## config.mk

```make
export PLATFORM = sky130hd
export DESIGN_NAME = muskingum_routing_step
export DESIGN_NICKNAME = d
export VERILOG_FILES = /design/src/hdl/msk_pkg.sv /design/src/hdl/msk_seq.sv /design/src/hdl/msk_dp.sv /design/src/hdl/muskingum_routing_step.sv
export SDC_FILE = /design/constraint.sdc
export NUM_CORES = 2
export LEC_CHECK = 0
export BUFFER_PORTS_ARGS = -buffer_cell sky130_fd_sc_hd__buf_2
export CORE_MARGIN = 4
export CORE_UTILIZATION = 40
export DETAILED_ROUTE_END_ITERATION = 8
export PLACE_DENSITY = 0.59
export SLEW_MARGIN = 5
export SYNTH_ARGS = -nofsm -noshare
export SYNTH_HDL_FRONTEND = slang
export SYNTH_SLANG_ARGS = --single-unit
```

## constraint.sdc

```tcl
create_clock -name clk -period 26.9 [get_ports clk]
set_clock_uncertainty 0.15 [all_clocks]
set_input_delay 1.345 -clock clk [delete_from_list [all_inputs] [get_ports clk]]
set_output_delay 1.345 -clock clk [all_outputs]
set_load 0.005 [all_outputs]
```

## src/hdl/msk_pkg.sv

```systemverilog
package msk_pkg;

	// Fixed-point layout
	localparam int COEF_FRAC_BITS = 16;
	localparam int X_FRAC_BITS    = 16;
	localparam int DT_W           = 16;
	localparam int K_W            = 24;
	localparam int X_W            = 17;
	localparam int FLOW_W         = 32;
	localparam int VOL_W          = 64;

	localparam int K2_W   = K_W + 1;
	localparam int KF_W   = K2_W + X_FRAC_BITS;
	localparam int HF_W   = DT_W + X_FRAC_BITS;
	localparam int DEN_W  = KF_W + 1;
	localparam int COEF_W = COEF_FRAC_BITS + 2;
	localparam int DIV_STEPS = COEF_FRAC_BITS + 1;
	localparam int DCNT_W = $clog2(DIV_STEPS);
	localparam int MA_W   = FLOW_W + 1;
	localparam int MB_W   = (COEF_W + 1 > X_W + 1) ? COEF_W + 1 : X_W + 1;
	localparam int PROD_W = MA_W + MB_W;
	localparam int SUM_W  = PROD_W + 2;

	localparam logic [X_W-1:0] X_ONE = X_W'(1) << X_FRAC_BITS;

	localparam logic signed [FLOW_W-1:0] FLOW_MAX = {1'b0, {(FLOW_W-1){1'b1}}};
	localparam logic signed [FLOW_W-1:0] FLOW_MIN = {1'b1, {(FLOW_W-1){1'b0}}};
	localparam logic signed [VOL_W-1:0]  VOL_MAX  = {1'b0, {(VOL_W-1){1'b1}}};
	localparam logic signed [VOL_W-1:0]  VOL_MIN  = {1'b1, {(VOL_W-1){1'b0}}};

	// Configuration registers
	localparam int CFG_IDX_W  = 2;
	localparam int CFG_DATA_W = 24;
	localparam logic [CFG_IDX_W-1:0] CFG_STEP = 2'd0;
	localparam logic [CFG_IDX_W-1:0] CFG_K    = 2'd1;
	localparam logic [CFG_IDX_W-1:0] CFG_X    = 2'd2;
	localparam logic [DT_W-1:0] STEP_RESET = 16'd3600;

	// Micro-operations
	localparam int OP_W = 5;
	localparam logic [OP_W-1:0] OP_NOP       = 5'd0;
	localparam logic [OP_W-1:0] OP_LOAD_IN   = 5'd1;
	localparam logic [OP_W-1:0] OP_SETUP     = 5'd2;
	localparam logic [OP_W-1:0] OP_MUL       = 5'd3;
	localparam logic [OP_W-1:0] OP_CLAMP_HI  = 5'd4;
	localparam logic [OP_W-1:0] OP_CLAMP_LO  = 5'd5;
	localparam logic [OP_W-1:0] OP_DEN       = 5'd6;
	localparam logic [OP_W-1:0] OP_DIV_START = 5'd7;
	localparam logic [OP_W-1:0] OP_DIV_ITER  = 5'd8;
	localparam logic [OP_W-1:0] OP_DIV_STORE = 5'd9;
	localparam logic [OP_W-1:0] OP_ACC_SET   = 5'd10;
	localparam logic [OP_W-1:0] OP_ACC_ADD   = 5'd11;
	localparam logic [OP_W-1:0] OP_OUT_SAT   = 5'd12;
	localparam logic [OP_W-1:0] OP_PASS      = 5'd13;
	localparam logic [OP_W-1:0] OP_TRAP      = 5'd14;
	localparam logic [OP_W-1:0] OP_VOL       = 5'd15;
	localparam logic [OP_W-1:0] OP_FINISH    = 5'd16;

	// Operand selects: coefficient for the divider ops, operand pair for OP_MUL
	localparam int SEL_W = 3;
	localparam logic [SEL_W-1:0] SEL_C0      = 3'd0;
	localparam logic [SEL_W-1:0] SEL_C1      = 3'd1;
	localparam logic [SEL_W-1:0] SEL_C2      = 3'd2;
	localparam logic [SEL_W-1:0] MUL_KX      = 3'd0;
	localparam logic [SEL_W-1:0] MUL_C0_IN   = 3'd1;
	localparam logic [SEL_W-1:0] MUL_C1_LIN  = 3'd2;
	localparam logic [SEL_W-1:0] MUL_C2_LOUT = 3'd3;
	localparam logic [SEL_W-1:0] MUL_TRAP    = 3'd4;
	localparam logic [SEL_W-1:0] MUL_VOL     = 3'd5;

	// Branch conditions
	localparam int COND_W = 3;
	localparam logic [COND_W-1:0] C_NEXT       = 3'd0;
	localparam logic [COND_W-1:0] C_GOTO       = 3'd1;
	localparam logic [COND_W-1:0] C_HOLD_NO_IN = 3'd2;
	localparam logic [COND_W-1:0] C_KZERO      = 3'd3;
	localparam logic [COND_W-1:0] C_HOLD_DIV   = 3'd4;
	localparam logic [COND_W-1:0] C_OUT_FREE   = 3'd5;

	localparam int PC_W = 5;
	localparam logic [PC_W-1:0] PC_WAIT = 5'd0;
	localparam logic [PC_W-1:0] PC_PASS = 5'd22;
	localparam logic [PC_W-1:0] PC_TRAP = 5'd23;

	typedef struct packed {
		logic [OP_W-1:0]   op;
		logic [SEL_W-1:0]  sel;
		logic [COND_W-1:0] cond;
		logic [PC_W-1:0]   target;
	} uop_t;

	typedef struct packed {
		logic [OP_W-1:0]  op;
		logic [SEL_W-1:0] sel;
	} ctrl_t;

	typedef struct packed {
		logic in_valid;
		logic out_free;
		logic k_zero;
		logic div_last;
	} seq_stat_t;

	typedef struct packed {
		logic k_zero;
		logic div_last;
	} dp_flags_t;

	function automatic uop_t uop(input logic [OP_W-1:0] op, input logic [SEL_W-1:0] sel,
			input logic [COND_W-1:0] cond, input logic [PC_W-1:0] target);
		uop_t u;
		u.op     = op;
		u.sel    = sel;
		u.cond   = cond;
		u.target = target;
		return u;
	endfunction

	function automatic uop_t msk_rom(input logic [PC_W-1:0] pc);
		uop_t u;
		unique case (pc)
			5'd0:  u = uop(OP_LOAD_IN,   SEL_C0,      C_HOLD_NO_IN, PC_WAIT);
			5'd1:  u = uop(OP_SETUP,     SEL_C0,      C_KZERO,      PC_PASS);
			5'd2:  u = uop(OP_MUL,       MUL_KX,      C_NEXT,       PC_WAIT);
			5'd3:  u = uop(OP_CLAMP_HI,  SEL_C0,      C_NEXT,       PC_WAIT);
			5'd4:  u = uop(OP_CLAMP_LO,  SEL_C0,      C_NEXT,       PC_WAIT);
			5'd5:  u = uop(OP_DEN,       SEL_C0,      C_NEXT,       PC_WAIT);
			5'd6:  u = uop(OP_DIV_START, SEL_C0,      C_NEXT,       PC_WAIT);
			5'd7:  u = uop(OP_DIV_ITER,  SEL_C0,      C_HOLD_DIV,   PC_WAIT);
			5'd8:  u = uop(OP_DIV_STORE, SEL_C0,      C_NEXT,       PC_WAIT);
			5'd9:  u = uop(OP_DIV_START, SEL_C1,      C_NEXT,       PC_WAIT);
			5'd10: u = uop(OP_DIV_ITER,  SEL_C1,      C_HOLD_DIV,   PC_WAIT);
			5'd11: u = uop(OP_DIV_STORE, SEL_C1,      C_NEXT,       PC_WAIT);
			5'd12: u = uop(OP_DIV_START, SEL_C2,      C_NEXT,       PC_WAIT);
			5'd13: u = uop(OP_DIV_ITER,  SEL_C2,      C_HOLD_DIV,   PC_WAIT);
			5'd14: u = uop(OP_DIV_STORE, SEL_C2,      C_NEXT,       PC_WAIT);
			5'd15: u = uop(OP_MUL,       MUL_C0_IN,   C_NEXT,       PC_WAIT);
			5'd16: u = uop(OP_ACC_SET,   SEL_C0,      C_NEXT,       PC_WAIT);
			5'd17: u = uop(OP_MUL,       MUL_C1_LIN,  C_NEXT,       PC_WAIT);
			5'd18: u = uop(OP_ACC_ADD,   SEL_C0,      C_NEXT,       PC_WAIT);
			5'd19: u = uop(OP_MUL,       MUL_C2_LOUT, C_NEXT,       PC_WAIT);
			5'd20: u = uop(OP_ACC_ADD,   SEL_C0,      C_NEXT,       PC_WAIT);
			5'd21: u = uop(OP_OUT_SAT,   SEL_C0,      C_GOTO,       PC_TRAP);
			5'd22: u = uop(OP_PASS,      SEL_C0,      C_NEXT,       PC_WAIT);
			5'd23: u = uop(OP_MUL,       MUL_TRAP,    C_NEXT,       PC_WAIT);
			5'd24: u = uop(OP_TRAP,      SEL_C0,      C_NEXT,       PC_WAIT);
			5'd25: u = uop(OP_MUL,       MUL_VOL,     C_NEXT,       PC_WAIT);
			5'd26: u = uop(OP_VOL,       SEL_C0,      C_NEXT,       PC_WAIT);
			5'd27: u = uop(OP_FINISH,    SEL_C0,      C_OUT_FREE,   PC_WAIT);
			default: u = uop(OP_NOP,     SEL_C0,      C_GOTO,       PC_WAIT);
		endcase
		return u;
	endfunction

	function automatic logic signed [VOL_W-1:0] sat_add(input logic signed [VOL_W-1:0] a,
			input logic signed [VOL_W-1:0] b);
		logic [VOL_W:0] s;
		s = {a[VOL_W-1], a} + {b[VOL_W-1], b};
		if (s[VOL_W] != s[VOL_W-1])
			return s[VOL_W] ? VOL_MIN : VOL_MAX;
		return s[VOL_W-1:0];
	endfunction

endpackage

```

## src/hdl/msk_seq.sv

```systemverilog
module msk_seq import msk_pkg::*; (
	input  logic      clk,
	input  logic      arst_n,
	input  seq_stat_t stat,
	output ctrl_t     ctrl,
	output logic      in_open
);

	logic [PC_W-1:0] pc_q;
	logic [PC_W-1:0] pc_d;
	uop_t            uw;
	logic            exec;

	always_comb begin
		uw   = msk_rom(pc_q);
		pc_d = pc_q + 1'b1;
		exec = 1'b1;
		unique case (uw.cond)
			C_NEXT: ;
			C_GOTO: pc_d = uw.target;
			C_HOLD_NO_IN: begin
				exec = stat.in_valid;
				if (!stat.in_valid)
					pc_d = pc_q;
			end
			C_KZERO: begin
				if (stat.k_zero)
					pc_d = uw.target;
			end
			C_HOLD_DIV: begin
				if (!stat.div_last)
					pc_d = pc_q;
			end
			C_OUT_FREE: begin
				exec = stat.out_free;
				pc_d = stat.out_free ? uw.target : pc_q;
			end
			default: pc_d = PC_WAIT;
		endcase
		// the input and output waiting steps only fire their op once the condition is met;
		ctrl.op  = exec ? uw.op : OP_NOP;
		ctrl.sel = uw.sel;
		in_open  = (uw.cond == C_HOLD_NO_IN);
	end

	always_ff @(posedge clk or negedge arst_n) begin
		if (!arst_n) begin
			pc_q <= PC_WAIT;
		end else begin
			pc_q <= pc_d;
		end
	end

endmodule

```

## src/hdl/msk_dp.sv

```systemverilog
module msk_dp import msk_pkg::*; (
	input  logic                     clk,
	input  logic                     arst_n,
	input  ctrl_t                    ctrl,
	input  logic [DT_W-1:0]          step_seconds,
	input  logic [K_W-1:0]           storage_constant,
	input  logic [X_W-1:0]           weighting_factor,
	input  logic signed [FLOW_W-1:0] inflow_sample,
	output dp_flags_t                flags,
	output logic signed [FLOW_W-1:0] res_outflow,
	output logic signed [VOL_W-1:0]  res_total,
	output logic signed [VOL_W-1:0]  res_volume
);

	localparam logic signed [SUM_W-1:0] ROUND_HALF = SUM_W'(1) << (COEF_FRAC_BITS - 1);

	logic signed [FLOW_W-1:0] inflow_q, outflow_q, last_in_q, last_out_q;
	logic signed [VOL_W-1:0]  tot_q, vol_q;
	logic [K2_W-1:0]          k2_q;
	logic [X_W-1:0]           x_q;
	logic [DEN_W-1:0]         a_q, den_q;
	logic [DEN_W:0]           rem_q;
	logic [COEF_W-1:0]        quo_q, c0_q, c1_q, c2_q;
	logic [DCNT_W-1:0]        cnt_q;
	logic signed [PROD_W-1:0] prod_q;
	logic signed [SUM_W-1:0]  sum_q;

	logic [KF_W-1:0]          kf;
	logic [HF_W-1:0]          hf;
	logic [DEN_W:0]           kf_w, hf_w, a_w, apf, den_w, num, rem_sh;
	logic                     rem_ge;
	logic [K2_W-1:0]          k2_raw, dt_ext;
	logic [COEF_W:0]          quo_inc;
	logic [COEF_W-1:0]        coef_new;
	logic signed [MA_W-1:0]   ma;
	logic signed [MB_W-1:0]   mb;
	logic signed [SUM_W-1:0]  sh;
	logic                     sat_hi, sat_lo;
	logic signed [PROD_W-1:0] half_prod;

	always_comb begin
		kf     = {k2_q, {X_FRAC_BITS{1'b0}}};
		hf     = {step_seconds, {X_FRAC_BITS{1'b0}}};
		kf_w   = (DEN_W+1)'(kf);
		hf_w   = (DEN_W+1)'(hf);
		a_w    = (DEN_W+1)'(a_q);
		apf    = a_w + hf_w;
		den_w  = (DEN_W+1)'(den_q);
		rem_sh = {rem_q[DEN_W-1:0], 1'b0};
		rem_ge = (rem_sh >= den_w);
		k2_raw = {storage_constant, 1'b0};
		dt_ext = K2_W'(step_seconds);

		unique case (ctrl.sel)
			SEL_C0:  num = (hf_w > a_w) ? hf_w - a_w : '0;
			SEL_C1:  num = apf;
			SEL_C2:  num = (kf_w > apf) ? kf_w - apf : '0;
			default: num = '0;
		endcase

		// round half up: (q + 1) >> 1
		quo_inc  = (COEF_W+1)'(quo_q) + (COEF_W+1)'(1);
		coef_new = quo_inc[COEF_W:1];

		unique case (ctrl.sel)
			MUL_KX: begin
				ma = MA_W'(k2_q);
				mb = MB_W'(x_q);
			end
			MUL_C0_IN: begin
				ma = MA_W'(inflow_q);
				mb = MB_W'(c0_q);
			end
			MUL_C1_LIN: begin
				ma = MA_W'(last_in_q);
				mb = MB_W'(c1_q);
			end
			MUL_C2_LOUT: begin
				ma = MA_W'(last_out_q);
				mb = MB_W'(c2_q);
			end
			MUL_TRAP: begin
				ma = MA_W'(outflow_q) + MA_W'(last_out_q);
				mb = MB_W'(step_seconds);
			end
			MUL_VOL: begin
				ma = MA_W'(inflow_q) - MA_W'(outflow_q);
				mb = MB_W'(step_seconds);
			end
			default: begin
				ma = '0;
				mb = '0;
			end
		endcase

		sh        = sum_q >>> COEF_FRAC_BITS;
		sat_hi    = !sh[SUM_W-1] && (|sh[SUM_W-2:FLOW_W-1]);
		sat_lo    = sh[SUM_W-1] && !(&sh[SUM_W-2:FLOW_W-1]);
		half_prod = prod_q >>> 1;

		flags.k_zero   = (storage_constant == '0);
		flags.div_last = (cnt_q == DCNT_W'(COEF_FRAC_BITS));
	end

	// routing state, cleared at reset
	always_ff @(posedge clk or negedge arst_n) begin
		if (!arst_n) begin
			last_in_q  <= '0;
			last_out_q <= '0;
			tot_q      <= '0;
			vol_q      <= '0;
		end else begin
			unique case (ctrl.op)
				OP_TRAP:   tot_q <= sat_add(tot_q, VOL_W'(half_prod));
				OP_VOL:    vol_q <= sat_add(vol_q, VOL_W'(prod_q));
				OP_FINISH: begin
					last_in_q  <= inflow_q;
					last_out_q <= outflow_q;
				end
				default: ;
			endcase
		end
	end

	// working registers
	always_ff @(posedge clk) begin
		unique case (ctrl.op)
			OP_LOAD_IN: inflow_q <= inflow_sample;
			OP_SETUP: begin
				k2_q <= (k2_raw < dt_ext) ? dt_ext : k2_raw;
				x_q  <= (weighting_factor > X_ONE) ? X_ONE : weighting_factor;
			end
			OP_MUL: prod_q <= ma * mb;
			OP_CLAMP_HI: begin
				a_q <= (prod_q[DEN_W-1:0] >= DEN_W'(hf)) ? DEN_W'(hf) : prod_q[DEN_W-1:0];
			end
			OP_CLAMP_LO: begin
				if (kf_w - a_w <= hf_w)
					a_q <= DEN_W'(kf_w - hf_w);
			end
			OP_DEN: den_q <= DEN_W'(kf_w - a_w + hf_w);
			OP_DIV_START: begin
				cnt_q <= '0;
				if (num >= den_w) begin
					rem_q <= '0;
					quo_q <= COEF_W'(1);
				end else begin
					rem_q <= num;
					quo_q <= '0;
				end
			end
			OP_DIV_ITER: begin
				rem_q <= rem_ge ? rem_sh - den_w : rem_sh;
				quo_q <= {quo_q[COEF_W-2:0], rem_ge};
				cnt_q <= cnt_q + 1'b1;
			end
			OP_DIV_STORE: begin
				unique case (ctrl.sel)
					SEL_C0:  c0_q <= coef_new;
					SEL_C1:  c1_q <= coef_new;
					default: c2_q <= coef_new;
				endcase
			end
			OP_ACC_SET: sum_q <= SUM_W'(prod_q) + ROUND_HALF;
			OP_ACC_ADD: sum_q <= sum_q + SUM_W'(prod_q);
			OP_OUT_SAT: outflow_q <= sat_hi ? FLOW_MAX : (sat_lo ? FLOW_MIN : sh[FLOW_W-1:0]);
			OP_PASS:    outflow_q <= inflow_q;
			OP_FINISH: begin
				res_outflow <= outflow_q;
				res_total   <= tot_q;
				res_volume  <= vol_q;
			end
			default: ;
		endcase
	end

endmodule

```

## src/hdl/muskingum_routing_step.sv

```systemverilog
// Muskingum routing of one river reach, one inflow sample per time step.
// Input channel: in_valid / in_stall carrying inflow_sample (Q16.16).
// Output channel: out_valid / out_stall carrying outflow_sample (Q16.16),
// total_outflow and stored_volume (both Q48.16, saturating sums).
// Config channel: cfg_valid / cfg_ready (always ready), cfg_index selects
// step_seconds (0), storage_constant (1) or weighting_factor (2); write
// only while no sample is in flight.
// A microcoded sequencer steps a shared multiplier and a one-bit-per-cycle
// restoring divider. With a non-zero storage constant the run of a sample is
// set mostly by the three coefficient divisions; with storage constant zero
// the sequencer skips them and takes the outflow equal to the inflow.
// The result beat is offered on the cycle after the last step; the next
// sample can be accepted in that same cycle.
// A finished result waits in the output register while the next sample is
// worked on; if it is still stalled when the next result is ready, the
// sequencer holds until it is taken.
// Reset returns step_seconds to 3600, the other registers, the previous
// inflow and outflow and both sums to zero.
module muskingum_routing_step import msk_pkg::*; (
	input  logic                     clk,
	input  logic                     arst_n,
	input  logic                     cfg_valid,
	output logic                     cfg_ready,
	input  logic [CFG_IDX_W-1:0]     cfg_index,
	input  logic [CFG_DATA_W-1:0]    cfg_data,
	input  logic                     in_valid,
	output logic                     in_stall,
	input  logic signed [FLOW_W-1:0] inflow_sample,
	output logic                     out_valid,
	input  logic                     out_stall,
	output logic signed [FLOW_W-1:0] outflow_sample,
	output logic signed [VOL_W-1:0]  total_outflow,
	output logic signed [VOL_W-1:0]  stored_volume
);

	logic [DT_W-1:0] step_q;
	logic [K_W-1:0]  k_q;
	logic [X_W-1:0]  x_q;
	logic            out_valid_q;
	logic            out_free;
	logic            in_open;
	logic            fin;
	ctrl_t           ctrl;
	seq_stat_t       seq_stat;
	dp_flags_t       flags;

	assign cfg_ready = 1'b1;

	always_ff @(posedge clk or negedge arst_n) begin
		if (!arst_n) begin
			step_q <= STEP_RESET;
			k_q    <= '0;
			x_q    <= '0;
		end else if (cfg_valid && cfg_ready) begin
			unique case (cfg_index)
				CFG_STEP: step_q <= cfg_data[DT_W-1:0];
				CFG_K:    k_q    <= cfg_data[K_W-1:0];
				CFG_X:    x_q    <= cfg_data[X_W-1:0];
				default: ;
			endcase
		end
	end

	assign out_free = !out_valid_q || !out_stall;
	assign fin      = (ctrl.op == OP_FINISH);

	always_comb begin
		seq_stat.in_valid = in_valid;
		seq_stat.out_free = out_free;
		seq_stat.k_zero   = flags.k_zero;
		seq_stat.div_last = flags.div_last;
	end

	msk_seq u_seq (
		.clk     (clk),
		.arst_n  (arst_n),
		.stat    (seq_stat),
		.ctrl    (ctrl),
		.in_open (in_open)
	);

	msk_dp u_dp (
		.clk              (clk),
		.arst_n           (arst_n),
		.ctrl             (ctrl),
		.step_seconds     (step_q),
		.storage_constant (k_q),
		.weighting_factor (x_q),
		.inflow_sample    (inflow_sample),
		.flags            (flags),
		.res_outflow      (outflow_sample),
		.res_total        (total_outflow),
		.res_volume       (stored_volume)
	);

	always_ff @(posedge clk or negedge arst_n) begin
		if (!arst_n) begin
			out_valid_q <= 1'b0;
		end else if (fin) begin
			out_valid_q <= 1'b1;
		end else if (!out_stall) begin
			out_valid_q <= 1'b0;
		end
	end

	assign out_valid = out_valid_q;
	assign in_stall  = !in_open;

	// the input is stalled in the cycle after a beat is taken
	a_busy_after_take: assert property (@(posedge clk) disable iff (!arst_n)
		(in_valid && !in_stall) |=> in_stall)
		else $error("input taken on consecutive cycles");

	// a new result never overwrites one still held by the receiver
	a_no_overwrite: assert property (@(posedge clk) disable iff (!arst_n)
		fin |-> (!out_valid || !out_stall))
		else $error("result register overwritten while stalled");

	a_result_shown: assert property (@(posedge clk) disable iff (!arst_n)
		fin |=> out_valid)
		else $error("finished result not offered");

endmodule
```

==> metrics.md <==
| Metric | Value |
|---|---|
| Drt first pass iters | `6` |
| Final Max Tran Viols | `0` |
| Met2 Use GR | `0.428` |
| Num CTS Buffers | `99` |
| Largest net degree at the start of global routing | `97` |
| Initial antenna violation count | `18` |
| Die ar. | `205000 sq um` |
| Post_cts resized | `0` |
| Worst slew pin tran | `1.23 ns` |
| Antenna Nets Post-Route | `0` |
| Residual DRC count | `0` |
| WS Path Type | `reg2reg` |
| Clock Sinks | `830` |
| Area contributors post-synth | `edfxtp_1 (22%), fa_1 (15%), ha_1 (10%)` |
| Die Y | `453 um` |
| Nets | `10100` |
| GRT met3 Usage | `0.0390` |
| Final period util | `0.445` |
| #FFs+latches synth | `830` |
| Row cnt | `162` |
| Syn_area_per_cell | `9.06 sq um` |
| Peak VDD IR | `0.0420 mV` |
| Htree depth | `3` |
| RSZ-0062 raised after global routing | `false` |
| Total global routing overflow | `0` |
| Post-CTS Hold Buffers | `0` |
| Hold Violations, Final | `0` |
| Final Critical Period | `11.97 ns` |
| CP arrival | `12.32 ns` |
| Slew headroom | `0.180` |
| Design area | `87000 sq um` |
| Leak | `39.7 nW` |
| Status | `completed` |
| Placed cell area | `83400 sq um` |
| Port buffer count | `224` |
| TritonCTS clock tree | `done` |
| Fmax | `83.6 MHz` |
| Sequential area share after synthesis | `0.299` |
| Setup TNS Final | `0 ns` |
| Post-Syn Instances | `8723` |
| Clock Latency Late Sink | `0.78 ns` |
| FILL cells | `19200` |
| CP Capture Type | `flip-flop` |
| WL per Instance | `23.6 um` |
| YS warnings | `0` |
| Synth top area share | `0.218` |
| Clk Tree Root Cell | `clkbuf_16` |
| Detailed Place HPWL | `207 mm` |
| Max-Cap Viols | `0` |
| Ys async rst share | `0.307` |
| Worst Path Required | `27.26 ns` |
| Routing usage on met1 | `0.346` |
| CTS Buffer Depth | `3` |
| Max incr delay on CP | `0.74 ns` |
| Die width | `453 um` |
| Syn nets | `10000` |
| Most Used Layer, Global Route | `met2` |
| Cell taking the most area after synthesis | `edfxtp_1` |
| Synth Cell Area | `79100 sq um` |
| Layout cells sized above 1 | `0.0802` |
| Vias | `65300` |
| Via density | `5.66` |
| Postcts setup bufs | `0` |
| Number of synthesized flops with an enable pin | `575` |
| Synth-to-Final Area Change | `10.0%` |
| Synth top cells by count | `nand2_1 (1181), inv_1 (1022), ha_1 (634), fa_1 (582), edfxtp_1 (575)` |
| DR iter-0 viols | `5617` |
| Startpoint Class | `flip-flop` |
| Initial Utilization | `0.404` |
| Io pins | `226` |
| Slowest CP cell | `buf_4` |
| Worst Path Max Fanout | `59` |
| First-pass GRT wire length | `415 mm` |
| Vias in the first global route | `65700` |
| Min-Delay Path Class | `reg2reg` |
| Synth Flop Type | `edfxtp_1` |
| Core Area | `196000 sq um` |
| DRT Wirelength | `272 mm` |
| Synth unique cells | `101` |
| Most frequent cell after synthesis | `nand2_1` |
| PD cells | `43.9 nW/um^2` |
| Setup violators final | `0` |
| Routability cong. | `0.949` |
| Clock-pin slew on the worst setup and hold paths | `0.07 ns` |
| GRT Overall Usage | `0.265` |
## sequential cells by signal, indices dropped and copies added, names as in the netlist, 42 cells and up
signal and count:
u_dp.a_q 42, u_dp.den_q 42, u_dp.prod_q 52, u_dp.rem_q 42, u_dp.res_total 64, u_dp.res_volume 64, u_dp.sum_q 54, u_dp.tot_q 64
u_dp.vol_q 64
## cell usage in the layout, fill, tap and decap left out, types with 20 or more instances in the layout
cell       Yosys  final
o31ai_1       37     32
and2_1       158    157
mux2i_1       75     75
nand4_1       99     99
o211ai_1      39     39
o221ai_1      25     24
o2bb2ai_1     24     24
dfrtp_1      251    251
a221oi_1      21     20
edfxtp_1     575    575
o22ai_1       36     36
o21a_1        71     70
nor2_1       497    488
fa_1         582    582
buf_4          3    142
a21oi_1      572    570
nand2b_1      92     92
a211oi_1      36     36
nand2_1     1181   1179
nor4_1        34     34
or2_2         23     23
inv_1       1022   1021
a31oi_1       49     48
nor3_1        86     84
mux2_2        60     60
xnor2_1      321    321
and3_1        65     65
o21bai_1      57     57
buf_2         19    223
ha_1         634    634
xor2_1       162    162
nand3_1      199    199
a21o_1       241    241
or3_1         41     41
a211o_1       22     22
o21ai_0      569    565
clkbuf_16      0    100
nor2b_1      119    119
## area by class of cell
type / count / area, sq um / share of cell area
diodes: 2 / 5.00 / 0.0000575
clock buffers: 122 / 2690 / 0.0309
clock inverters: 63 / 870 / 0.0100
inverters: 1022 / 3840 / 0.0442
multi-input cells: 6511 / 50400 / 0.580
flip-flops and latches: 830 / 23700 / 0.272
well taps: 2624 / 3280 / 0.0377
repair buffers: 366 / 2200 / 0.0253
## routing by layer
| metal | up-vias | share of wire |
|---|---|---|
| met5 | - | 0.00016 |
| li1 | 30100 | - |
| met4 | 8 | 0.059 |
| met2 | 2230 | 0.46 |
| met3 | 510 | 0.065 |
| met1 | 32400 | 0.42 |
## path summary, 6_finish.rpt
check	startpoint	to	slack, ns	depth (start not counted)
max	u_seq.pc_q[2]$_DFFE_PN0P_	u_dp.prod_q[50]$_DFFE_PN_	14.93	34
min	u_dp.last_in_q[24]$_DFFE_PN0P_	u_dp.last_in_q[24]$_DFFE_PN0P_	0.33	2
max reg2reg	u_seq.pc_q[2]$_DFFE_PN0P_	u_dp.prod_q[50]$_DFFE_PN_	14.93	34
min reg2reg	u_dp.last_in_q[24]$_DFFE_PN0P_	u_dp.last_in_q[24]$_DFFE_PN0P_	0.33	2
max in group asynchronous	arst_n	u_dp.last_in_q[26]$_DFFE_PN0P_	23.84	3
min in group asynchronous	arst_n	u_dp.vol_q[9]$_DFFE_PN0N_	0.37	1
## through the flow
step                      setup slack (ns)  hold WS, ns   util  instances  power [mW]
after floorplan                      17.02        0.290      -       8723        2.13
after global placement               15.28        0.305  0.426      11400        2.33
after detailed placement             15.09        0.309  0.426      11400        2.34
after CTS                            15.09        0.325  0.444      11500        3.84
after global routing                 14.29        0.338  0.444      11500        3.99
final                                14.93        0.329  0.444      11500        3.82
## cell families (layout without fill, tap and decap cells)
logic type,count (synthesis),in the layout,synth area share
simple gates,2674,2674,0.157
mux,139,139,0.0192
buf+inv,1382,1573,0.0661
compound gates,1994,1994,0.157
fa+ha+maj,1220,1220,0.248
flops,830,830,0.299
other cells,1,3,0.0000474
xor+xnor,483,483,0.0535
## critical path: cells and delay by family, from the launching register on
family	cells	cell delay [ns]
and+or+nand+nor	9	2.06
DFF	1	0.72
AOI/OAI and AO/OA	9	3.64
adders and majority gates	8	3.75
buffers and inverters	7	1.25
xor gates and xnor gates	1	0.09
## power by group
part | internal [mW] | total [mW] | switching [mW] | leakage [nW]
registers | 1.46 | 1.51 | 0.0566 | 8.70
logic | 0.347 | 0.818 | 0.471 | 29.3
clock network | 0.880 | 1.48 | 0.605 | 1.73
Power figures use the tool's default switching activity.
